`config.mk`:
```
export PLATFORM = sky130hd
export DESIGN_NAME = seven_bit_escape_decoder_checksum_flat
export DESIGN_NICKNAME = d
export VERILOG_FILES = /design/src/secd_pkg.sv /design/src/secd_if.sv /design/src/seven_bit_escape_decoder_checksum.sv /design/src/flat_wrapper.sv
export SDC_FILE = /design/constraint.sdc
export NUM_CORES = 1
export LEC_CHECK = 0
export ABC_CLOCK_PERIOD_IN_PS = 6400
export BUFFER_PORTS_ARGS = -buffer_cell sky130_fd_sc_hd__buf_2
export CORE_ASPECT_RATIO = 1.4
export CORE_MARGIN = 5
export CORE_UTILIZATION = 55
export CTS_BUF_LIST = sky130_fd_sc_hd__clkbuf_2 sky130_fd_sc_hd__clkbuf_4 sky130_fd_sc_hd__clkbuf_8
export DETAILED_ROUTE_END_ITERATION = 10
export GPL_TIMING_DRIVEN = 0
export PLACE_DENSITY = 0.74
export SLEW_MARGIN = 10
export SYNTH_ARGS = -nofsm -noshare
export SYNTH_HDL_FRONTEND = slang
export SYNTH_SLANG_ARGS = --single-unit
```
`constraint.sdc`:
```
create_clock -name clk_i -period 6.4 [get_ports clk_i]
set_clock_uncertainty 0.2 [all_clocks]
set_input_delay 0.64 -clock clk_i [delete_from_list [all_inputs] [get_ports clk_i]]
set_output_delay 0.64 -clock clk_i [all_outputs]
set_load 0.03 [all_outputs]
```
`src/secd_pkg.sv`:
```
// types, constants and helper functions for the seven-bit escape decoder
`timescale 1ns / 1ps

package secd_pkg;

  // transaction payloads
  typedef struct packed {
    logic       start_req;
    logic [7:0] link_char;
  } in_t;

  typedef struct packed {
    logic [7:0]  data_byte;
    logic [2:0]  status;
    logic [15:0] running_sum;
  } out_t;

  // result status codes
  typedef enum logic [2:0] {
    STAT_BYTE     = 3'd0,
    STAT_CONSUMED = 3'd1,
    STAT_MATCH    = 3'd2,
    STAT_MISMATCH = 3'd3,
    STAT_CORRUPT  = 3'd4,
    STAT_ENDED    = 3'd5
  } status_e;

  // run state, one-hot
  typedef enum logic [2:0] {
    RUN_ACTIVE  = 3'b001,
    RUN_ENDED   = 3'b010,
    RUN_CORRUPT = 3'b100
  } run_e;

  // pending prefix codes, one per prefix character 0172..0176
  typedef enum logic [2:0] {
    PFX_NONE = 3'd0,
    PFX_172  = 3'd1,
    PFX_173  = 3'd2,
    PFX_174  = 3'd3,
    PFX_175  = 3'd4,
    PFX_176  = 3'd5
  } prefix_e;

  // trailer phases
  typedef enum logic [2:0] {
    TRL_IDLE   = 3'd0,
    TRL_DIGIT1 = 3'd1,
    TRL_DIGIT2 = 3'd2,
    TRL_DIGIT3 = 3'd3,
    TRL_DIGIT4 = 3'd4,
    TRL_CR     = 3'd5
  } trailer_e;

  localparam logic [15:0] SUM_INIT      = 16'hffff;
  localparam logic [6:0]  CHAR_PFX_LOW  = 7'o172;
  localparam logic [6:0]  CHAR_PFX_HIGH = 7'o176;
  localparam logic [6:0]  CHAR_SPACE    = 7'o040;
  localparam logic [6:0]  CHAR_CR       = 7'h0d;

  // offset added to a printable character for each prefix
  function automatic logic [7:0] prefix_offset(input prefix_e p);
    logic [7:0] off;
    case (p)
      PFX_172: off = 8'hc0;  // minus 0100
      PFX_173: off = 8'h40;
      PFX_174: off = 8'h40;
      PFX_175: off = 8'h80;
      PFX_176: off = 8'hc0;
      default: off = 8'h00;
    endcase
    return off;
  endfunction

  // hex digit decode, bit 4 flags a valid digit
  function automatic logic [4:0] hex_digit(input logic [6:0] c);
    logic [4:0] r;
    r = 5'd0;
    if (c >= 7'h30 && c <= 7'h39) begin
      r = {1'b1, c[3:0]};
    end else if ((c >= 7'h61 && c <= 7'h66) || (c >= 7'h41 && c <= 7'h46)) begin
      r = {1'b1, c[3:0] + 4'd9};
    end
    return r;
  endfunction

endpackage

```
`src/secd_if.sv`:
```
// valid/ready channel interfaces for the decoder input and result streams
`timescale 1ns / 1ps

interface secd_in_if;
  logic          valid;
  logic          ready;
  secd_pkg::in_t payload;

  modport source (output valid, output payload, input ready);
  modport sink   (input valid, input payload, output ready);
endinterface

interface secd_out_if;
  logic           valid;
  logic           ready;
  secd_pkg::out_t payload;

  modport source (output valid, output payload, input ready);
  modport sink   (input valid, input payload, output ready);
endinterface

```
`src/seven_bit_escape_decoder_checksum.sv`:
```
// top level: seven-bit escape decoder with trailer checksum compare
//
//   channel  dir  payload                              transaction
//   in_i     in   start_req, link_char                 one link character or start
//   out_o    out  data_byte, status, running_sum       one result per input
//
// every input transaction produces exactly one result transaction
// decode, checksum rotate-add and trailer compare run combinationally between
// the parse state registers and a two-entry result buffer (output + skid)
// one character per cycle while in_i.ready is high; each result is registered in the output or skid entry
// rst_ni clears the parse state to the start-of-transfer state
// in_i.ready drops only while both result entries are full
`timescale 1ns / 1ps

module seven_bit_escape_decoder_checksum (
  input  logic              clk_i,
  input  logic              rst_ni,
  secd_in_if.sink           in_i,
  secd_out_if.source        out_o
);

  // parse state
  logic [15:0]        sum_q, sum_d;
  logic [15:0]        rx_sum_q, rx_sum_d;
  secd_pkg::prefix_e  pfx_q, pfx_d;
  secd_pkg::trailer_e trl_q, trl_d;
  secd_pkg::run_e     run_q, run_d;

  // result buffer
  logic           out_valid_q, out_valid_d;
  logic           skid_valid_q, skid_valid_d;
  secd_pkg::out_t out_q, out_d;
  secd_pkg::out_t skid_q, skid_d;

  logic           in_fire, out_fire;
  logic [6:0]     ch;
  logic [4:0]     hex;
  logic [7:0]     data;
  secd_pkg::status_e stat;
  secd_pkg::out_t res;

  assign in_fire  = in_i.valid & in_i.ready;
  assign out_fire = out_o.valid & out_o.ready;
  assign ch       = in_i.payload.link_char[6:0];  // bit 7 is dropped
  assign hex      = secd_pkg::hex_digit(ch);

  // one character of decode
  always_comb begin
    sum_d    = sum_q;
    rx_sum_d = rx_sum_q;
    pfx_d    = pfx_q;
    trl_d    = trl_q;
    run_d    = run_q;
    stat     = secd_pkg::STAT_CONSUMED;
    data     = {1'b0, ch} + secd_pkg::prefix_offset(pfx_q);

    if (in_i.payload.start_req) begin
      // new transfer, character ignored
      sum_d    = secd_pkg::SUM_INIT;
      rx_sum_d = '0;
      pfx_d    = secd_pkg::PFX_NONE;
      trl_d    = secd_pkg::TRL_IDLE;
      run_d    = secd_pkg::RUN_ACTIVE;
    end else if (run_q == secd_pkg::RUN_ENDED) begin
      stat = secd_pkg::STAT_ENDED;
    end else if (run_q != secd_pkg::RUN_ACTIVE) begin
      stat = secd_pkg::STAT_CORRUPT;
    end else if (trl_q != secd_pkg::TRL_IDLE) begin
      if (trl_q != secd_pkg::TRL_CR) begin
        // hex digit of the trailer
        if (!hex[4]) begin
          stat  = secd_pkg::STAT_CORRUPT;
          run_d = secd_pkg::RUN_CORRUPT;
          pfx_d = secd_pkg::PFX_NONE;
          trl_d = secd_pkg::TRL_IDLE;
        end else begin
          rx_sum_d = {rx_sum_q[11:0], hex[3:0]};
          trl_d    = secd_pkg::trailer_e'(trl_q + 3'd1);
        end
      end else begin
        // closing carriage return, then compare
        if (ch != secd_pkg::CHAR_CR) begin
          stat  = secd_pkg::STAT_CORRUPT;
          run_d = secd_pkg::RUN_CORRUPT;
          pfx_d = secd_pkg::PFX_NONE;
          trl_d = secd_pkg::TRL_IDLE;
        end else begin
          stat  = (rx_sum_q == sum_q) ? secd_pkg::STAT_MATCH : secd_pkg::STAT_MISMATCH;
          run_d = secd_pkg::RUN_ENDED;
          trl_d = secd_pkg::TRL_IDLE;
        end
      end
    end else if (ch >= secd_pkg::CHAR_PFX_LOW) begin
      if (pfx_q != secd_pkg::PFX_NONE) begin
        // prefix after prefix: only 0176 is legal and it opens the trailer
        pfx_d = secd_pkg::PFX_NONE;
        if (ch != secd_pkg::CHAR_PFX_HIGH) begin
          stat  = secd_pkg::STAT_CORRUPT;
          run_d = secd_pkg::RUN_CORRUPT;
          trl_d = secd_pkg::TRL_IDLE;
        end else begin
          trl_d    = secd_pkg::TRL_DIGIT1;
          rx_sum_d = '0;
        end
      end else begin
        pfx_d = secd_pkg::prefix_e'(ch[2:0] - 3'd1);  // 0172 -> 1 ... 0176 -> 5
      end
    end else if (ch < secd_pkg::CHAR_SPACE) begin
      // control character outside the trailer
      stat  = secd_pkg::STAT_CORRUPT;
      run_d = secd_pkg::RUN_CORRUPT;
      pfx_d = secd_pkg::PFX_NONE;
      trl_d = secd_pkg::TRL_IDLE;
    end else begin
      // printable data character: rotate left by one, add byte
      sum_d = {sum_q[14:0], sum_q[15]} + {8'd0, data};
      pfx_d = secd_pkg::PFX_NONE;
      stat  = secd_pkg::STAT_BYTE;
    end

    res.data_byte   = (stat == secd_pkg::STAT_BYTE) ? data : 8'd0;
    res.status      = stat;
    res.running_sum = sum_d;
  end

  always_ff @(posedge clk_i or negedge rst_ni) begin
    if (!rst_ni) begin
      sum_q    <= secd_pkg::SUM_INIT;
      rx_sum_q <= '0;
      pfx_q    <= secd_pkg::PFX_NONE;
      trl_q    <= secd_pkg::TRL_IDLE;
      run_q    <= secd_pkg::RUN_ACTIVE;
    end else if (in_fire) begin
      sum_q    <= sum_d;
      rx_sum_q <= rx_sum_d;
      pfx_q    <= pfx_d;
      trl_q    <= trl_d;
      run_q    <= run_d;
    end
  end

  // two-entry result buffer: the skid entry keeps input flowing while
  // the output entry is stalled
  always_comb begin
    out_valid_d  = out_valid_q;
    skid_valid_d = skid_valid_q;
    out_d        = out_q;
    skid_d       = skid_q;

    if (out_fire) begin
      if (skid_valid_q) begin
        out_d        = skid_q;
        skid_valid_d = 1'b0;
      end else begin
        out_valid_d = 1'b0;
      end
    end

    if (in_fire) begin
      if (!out_valid_d) begin
        out_valid_d = 1'b1;
        out_d       = res;
      end else begin
        skid_valid_d = 1'b1;
        skid_d       = res;
      end
    end
  end

  always_ff @(posedge clk_i or negedge rst_ni) begin
    if (!rst_ni) begin
      out_valid_q  <= 1'b0;
      skid_valid_q <= 1'b0;
    end else begin
      out_valid_q  <= out_valid_d;
      skid_valid_q <= skid_valid_d;
    end
  end

  // payload registers, no reset
  always_ff @(posedge clk_i) begin
    out_q  <= out_d;
    skid_q <= skid_d;
  end

  assign in_i.ready    = ~skid_valid_q;
  assign out_o.valid   = out_valid_q;
  assign out_o.payload = out_q;

endmodule
```
`src/flat_wrapper.sv`:
```
// flat-port wrapper written by rule: the top's interface ports become plain ports
module seven_bit_escape_decoder_checksum_flat 
  (clk_i, rst_ni, in_i_valid, in_i_payload, in_i_ready, out_o_valid, out_o_payload, out_o_ready);
  secd_in_if in_i_i ();
  secd_out_if out_o_i ();
  input  logic clk_i;
  input  logic rst_ni;
  input wire logic [$bits(in_i_i.valid)-1:0] in_i_valid;
  input wire logic [$bits(in_i_i.payload)-1:0] in_i_payload;
  output wire logic [$bits(in_i_i.ready)-1:0] in_i_ready;
  output wire logic [$bits(out_o_i.valid)-1:0] out_o_valid;
  output wire logic [$bits(out_o_i.payload)-1:0] out_o_payload;
  input wire logic [$bits(out_o_i.ready)-1:0] out_o_ready;
  assign in_i_i.valid = in_i_valid;
  assign in_i_i.payload = in_i_payload;
  assign in_i_ready = in_i_i.ready;
  assign out_o_valid = out_o_i.valid;
  assign out_o_payload = out_o_i.payload;
  assign out_o_i.ready = out_o_ready;
  seven_bit_escape_decoder_checksum u_core (.clk_i(clk_i), .rst_ni(rst_ni), .in_i(in_i_i), .out_o(out_o_i));
endmodule
```
* Word-level counts from Yosys, hierarchy flattened *
Index checks and enable logic that the tools add are counted.

storage, ports and cells
  register bits after elaboration = 97
  bits of input ports = 13
  output and inout bits = 29

cells by class
  add/subtract/negate cells = 5
  order comparisons = 8
  equality and inequality tests = 20
  mux-type cells = 71
  bitwise operators = 3
  reductions and logical operators = 17

operators with widths
  kind                                                               number
  two-way mux 16 bit                                                 15
  two-way mux 3 bit                                                  40
  two-way mux 27 bit                                                 4
  case mux 8 bit (3 select lines)                                    1
  greater-or-equal comparator 7 bit, second input constant           3
  adder 16 x 8 -> 16 bit                                             1
  == test 16 bit                                                     1
  <= comparator 7 bit, second input constant                         2
  nonzero test 3 bit                                                 4
  two-way mux 5 bit                                                  2
  AND reduction 5 bit                                                2
  == test 3 x 2 -> 1 bit, second input constant                      3
  adder 7 x 8 -> 8 bit                                               1
  two-way mux 1 bit                                                  8
  two-way mux 8 bit                                                  1
  inequality test 4 x 3 -> 1 bit, second input constant              2
  inequality test 4 bit, second input constant                       2
  AND reduction 8 bit                                                1
  greater-or-equal comparator 7 x 6 -> 1 bit, second input constant  1
  <= comparator 7 x 6 -> 1 bit, second input constant                1
  less-than comparator 7 x 6 -> 1 bit, second input constant         1
  inequality test 7 x 4 -> 1 bit, second input constant              1
  inequality test 7 bit, second input constant                       1
  AND reduction 7 bit                                                1
  17 further kinds                                                   25

* Longest topological paths before layout *
  depth in word-level cells = 15
  depth in mapped cells = 11

* Worst setup path after synthesis *
No wires, ideal clock.

  path type = register -> register
  from = register u_core.skid_valid_q
  to = register u_core.skid_q[0] in the netlist's numbering, enable pin
  library setup time = 0.411 ns
  data arrival time = 2.296 ns
  required time = 5.789 ns
  path slack = 3.493 ns
  stages on the path, launching flop included = 6
  period minus slack after synthesis = 2.907 ns
  cells stage by stage = dfrtp_1 inv_1 nand2_1 clkbuf_1 clkbuf_1 nor2_1

between the ends
  longest elaborated chain between the ends = 3

ends and longest elaborated chain
  what                                  line                                      text
  start, declared                       seven_bit_escape_decoder_checksum.sv:31   logic skid_valid_q, skid_valid_d;
  start signal, assigned                seven_bit_escape_decoder_checksum.sv:176  skid_valid_q <= skid_valid_d;
  inverter 1 bit                        seven_bit_escape_decoder_checksum.sv:186  assign in_i.ready = ~skid_valid_q;
  via in_i_ready                        flat_wrapper.sv:10                        output wire logic [$bits(in_i_i.ready)-1:0] in_i_ready;
  bitwise AND 1 bit                     seven_bit_escape_decoder_checksum.sv:42   assign in_fire = in_i.valid & in_i.ready;
  AND reduction 2 bit (no source line)  --
  end signal, assigned                  seven_bit_escape_decoder_checksum.sv:183  skid_q <= skid_d;
  end, declared                         seven_bit_escape_decoder_checksum.sv:33   secd_pkg::out_t skid_q, skid_d;

The timed path passes the listed nets, and every way through them passes these cells.
A chain may end at the register's enable or synchronous reset.

==> summary.md <==
| Metric | Value |
|---|---|
| Initial detailed-routing violation count | `487` |
| Largest area contributor in the synthesized netlist | `sky130_fd_sc_hd__edfxtp_1` |
| Gr ovfl total | `0` |
| Area fraction of the dominant cell type after synthesis | `between 10% and 20%` |
| Met3 track demand over resource in global routing | `3.30%` |
| Tightest hold margin | `approximately 0.24 ns` |
| Share of flip-flops with an asynchronous set or reset after synthesis | `44.3%` |
| Wire length of the first global-routing pass | `between 20 and 25 mm` |
| RePlAce Congestion | `roughly 0.95` |
| Largest net degree at the start of global routing | `44` |
| Post-route fraction of the period consumed by the critical path | `51.8%` |
| Antenna-violating nets left | `0` |
| CTS resizes | `0` |
| Full die area | `~0.012 mm2` |
| Setup violations, final | `0` |
| Peak supply drop | `between 0.0001 and 0.00015 V` |
| Final Instance Count excl. Fillers | `about 760` |
| Switching power of the nets | `between 1 and 1.5 mW` |
| TritonCTS clock tree | `done` |
| Num ports | `42` |
| Gr busiest metal | `met2` |
| Inserted Clock Buffers | `9` |
| Met1 usage in global routing | `about 29%` |
| Slew at the pin closest to its max-slew limit | `about 1.0 ns` |
| R2R setup slack | `3.08 ns` |
| Count of flip-flops with a built-in enable after synthesis | `27` |
| Class of the tightest hold or removal check | `input port to asynchronous set/reset pin` |
| R2R Path Start | `u_core.pfx_q[1]` |
| CTS root buf | `sky130_fd_sc_hd__clkbuf_8` |
| Final-stage net count | `647` |
| Buffering stage count on the worst path with inverters included | `1` |
| Port Buf Inserts | `40` |
| Non-Filler Cell Area, Final | `roughly 0.0060 mm2` |
| Classification of the worst setup path | `flop to flop` |
| Total inserted antenna cells | `0` |
| Clock power share | `roughly 15%` |
| Signal arrival time at the worst endpoint | `3.44 ns` |
| X dimension of the die | `94.0 um` |
| Most frequently used cell type in the post-synthesis netlist | `sky130_fd_sc_hd__nand2_1` |
| Effective utilization at floorplan | `55.5%` |
| Number of iterations in the first detailed-routing pass | `5` |
| Clock transition at the register clock pins on the worst setup and hold paths after CTS | `around 0.10 ns` |
| Outcome | `finished, final reports clean` |
| Number of warning messages in the yosys log | `0` |
| Sort of element at the start of the critical path | `flop` |
| Via-per-instance ratio | `just under 6` |
| Synthesized netlist cell count | `between 500 and 600` |
| Category of cells accounting for the largest share of critical-path delay | `compound AO/OA/AOI/OAI gates` |
| #FFs+latches synth | `just under 100` |
| Max_cap viols | `0` |
| Fraction of final layout cells sized beyond drive strength 1 | `roughly a fifth` |
| Distinct cell type count of the synthesized netlist | `69` |
| Via count of the first global-routing pass | `roughly 4400` |
| HPWL after detailed placement | `around 10 mm` |
| Share of synthesized area occupied by flip-flops and latches | `a little under half` |
| Final Hold Vio Count | `0` |
| Total wire length after detailed routing | `13.5 mm` |
| Depth of the CTS H-tree | `3` |
| Critical path peak fanout | `8` |
| Power Density | `439 mW/mm2` |
| Commonest cells in the synthesized netlist | `sky130_fd_sc_hd__nand2_1, sky130_fd_sc_hd__o21ai_0, sky130_fd_sc_hd__nor2_1, sky130_fd_sc_hd__dfxtp_1, sky130_fd_sc_hd__edfxtp_1` |
| Comb pwr share | `around 47%` |
| Largest cells by area after synthesis | `sky130_fd_sc_hd__edfxtp_1, sky130_fd_sc_hd__dfrtp_1, sky130_fd_sc_hd__dfxtp_1` |
| CTS Buffer Depth | `2` |
| Sum Neg Setup Slack | `0 ns` |
| Required @ worst endpoint | `around 6.5 ns` |
| Overall power after layout | `between 2 and 3 mW` |
| Delay contributed by the slowest stage of the critical path | `about 0.58 ns` |
| Count of buffers added by post-CTS timing repair for setup | `0` |
| Global routing met2 resource utilization | `between 40 and 50%` |
| Relative contribution of sequential cells to total power | `37.8%` |
| Top flip-flop cell by instance count after synthesis | `sky130_fd_sc_hd__edfxtp_1` |
| Standard-cell rows | `43` |
| Syn Area/Cell | `slightly below 10 um2` |
| Number of DRC violations after detailed routing | `0` |
| Slowest cell on the critical path | `sky130_fd_sc_hd__a32oi_1` |
| RSZ-0062 raised after global routing | `false` |
| Post-synthesis instance area | `approximately 0.0054 mm2` |
| Core Footprint | `between 0.009 and 0.01 mm2` |
| Placed cell count | `between 700 and 800` |
| Die extent in y | `128 um` |
| Most numerous cell on the critical path | `sky130_fd_sc_hd__ha_1` |
| Clock latency at the later pin of the worst-skew pair | `0.38 ns` |
| Logic depth of the worst register-to-register path | `11` |
| Max-slew headroom at the worst pin | `a little under a third` |
| Placed instance area | `between 0.005 and 0.006 mm2` |
| Total internal power | `around 1.5 mW` |
| Worst setup EP type | `flop` |
| Number of pins exceeding their max-slew limit in the final report | `0` |
| Routed length per instance | `between 15 and 20 um` |
| Reg-to-reg critical path endpoint | `u_core.sum_q[14]` |
| Sw Share | `42.8%` |
| CTS Hold Bufs | `0` |
| Area growth from synthesis to layout | `10.6%` |
| Achievable clock frequency | `roughly 0.30 GHz` |
| Antenna violations before repair | `0` |
| Cell Chain, Critical Path | `nor2_1 -> a21oi_1 -> ha_1 -> xor2_1 -> ha_1 -> clkbuf_1 -> o21ai_0 -> a32oi_1 -> mux2i_1 -> and2_1 -> mux2_2` |
| Via count | `between 4000 and 5000` |
| Net count of the mapped netlist | `between 500 and 600` |
| Final period demand of the worst path | `3.32 ns` |
| Number of sinks driven by the clock tree | `97` |
| Total global-route track usage | `a little under a quarter` |
| P_leak | `2.49 nW` |
final cells by class:
class / count / area [um2]
Fill cell: 854 / 3790
Multi-Input combinational cell: 413 / 2740
Sequential cell: 97 / 2450
Timing Repair Buffer: 40 / 200
Buffer: 33 / 169
Tap cell: 135 / 169
Clock buffer: 10 / 131
Inverter: 22 / 82.6
Clock inverter: 6 / 65.1
cell families (layout without fill, tap and decap cells):
group / count (synthesis) / in the layout / synth area share (%)
fa+ha+maj: 18 / 18 / 4.29
mux: 36 / 36 / 7.03
flops: 97 / 97 / 45.1
buf+inv: 55 / 111 / 4.63
compound gates: 130 / 130 / 16.8
simple gates: 203 / 203 / 17.9
xor+xnor: 26 / 26 / 4.19
worst register-to-register path, delay by kind of cell, from the launching register on:
kind	cells	cell delay, ns
AOI/OAI and AO/OA	3	0.79
xor gates and xnor gates	1	0.42
adders and majority gates	2	0.38
buffers and inverters	1	0.29
DFF	1	0.42
muxes	2	0.45
and+or+nand+nor	2	0.31
cell usage in the layout (no fill, tap or decap), types with 3 or more instances in the layout:
master,synthesis,routed
sky130_fd_sc_hd__a211oi_1,3,3
sky130_fd_sc_hd__dfrtp_1,26,26
sky130_fd_sc_hd__edfxtp_1,27,27
sky130_fd_sc_hd__dfxtp_1,27,27
sky130_fd_sc_hd__xnor2_1,20,20
sky130_fd_sc_hd__clkbuf_8,0,9
sky130_fd_sc_hd__buf_4,3,3
sky130_fd_sc_hd__o21ai_0,53,53
sky130_fd_sc_hd__o211a_1,3,3
sky130_fd_sc_hd__clkbuf_1,22,22
sky130_fd_sc_hd__nand2b_1,5,5
sky130_fd_sc_hd__buf_2,3,43
sky130_fd_sc_hd__o31ai_1,3,3
sky130_fd_sc_hd__nor4_1,5,5
sky130_fd_sc_hd__nor2_1,34,33
sky130_fd_sc_hd__o211ai_1,4,4
sky130_fd_sc_hd__nor2b_1,5,5
sky130_fd_sc_hd__a31o_2,7,7
sky130_fd_sc_hd__mux2_2,17,17
sky130_fd_sc_hd__and4_1,4,4
sky130_fd_sc_hd__a21oi_1,18,18
sky130_fd_sc_hd__nor3b_1,4,4
sky130_fd_sc_hd__xor2_1,6,6
sky130_fd_sc_hd__nand3_1,11,11
sky130_fd_sc_hd__ha_1,17,17
sky130_fd_sc_hd__nand2_1,88,88
sky130_fd_sc_hd__a21o_1,6,6
sky130_fd_sc_hd__nand4_1,7,7
sky130_fd_sc_hd__and2_1,12,12
sky130_fd_sc_hd__buf_6,4,4
sky130_fd_sc_hd__dfstp_2,17,17
sky130_fd_sc_hd__nor3_1,15,15
sky130_fd_sc_hd__o21a_1,3,3
sky130_fd_sc_hd__o41ai_1,3,3
sky130_fd_sc_hd__mux2i_1,19,19
sky130_fd_sc_hd__a31oi_1,5,5
sky130_fd_sc_hd__inv_1,22,22
routing by layer:
metal  share of wire (%)  routed length [um]  up-vias
met5                   0                   0        -
met4                 4.3                 576        0
met2                  50                6780      157
met3                 5.2                 699       44
met1                  40                5460     2125
li1                    -                   -     2125
power groups by stage:
stage	clock network (mW)	registers, mW	logic [mW]
floorplan	0	1.15	0.744
detailed placement	0	1.01	1.22
global route	0.437	1.02	1.35
CTS	0.413	0.996	1.23
finish	0.407	0.997	1.23
global placement	0	0.999	1.19
flip-flops by register name (all words and copies together) (netlist names), 3 cells and up:
signal                cells
u_core.skid_q            27
u_core.run_q              3
u_core.out_o.payload     27
u_core.sum_q             16
u_core.rx_sum_q          16
u_core.trl_q              3
u_core.pfx_q              3
how the worst max path moves through the flow:
| stage | depth (start not counted) | from | slack, ns | to |
|---|---|---|---|---|
| final | 11 | u_core.pfx_q[1] | 3.08 | u_core.sum_q[14] |
| after global placement | 5 | in_i_valid | 2.46 | u_core.skid_q[2] |
| after CTS | 11 | u_core.pfx_q[1] | 3.13 | u_core.sum_q[14] |
| after floorplan | 5 | u_core.skid_valid_q | 3.49 | u_core.skid_q[0] |
| after global routing | 11 | u_core.pfx_q[1] | 2.85 | u_core.skid_q[8] |
| after detailed placement | 10 | in_i_payload[6] | 2.86 | u_core.sum_q[14] |
stage by stage:
stage | utilization [%] | worst slack (ns)
after floorplan | - | 3.49
after global placement | 59.2 | 2.46
after detailed placement | 59.3 | 2.86
after CTS | 61.3 | 3.13
after global routing | 61.3 | 2.85
final | 61.3 | 3.08
No activity file was read; power rests on OpenSTA's default activity.
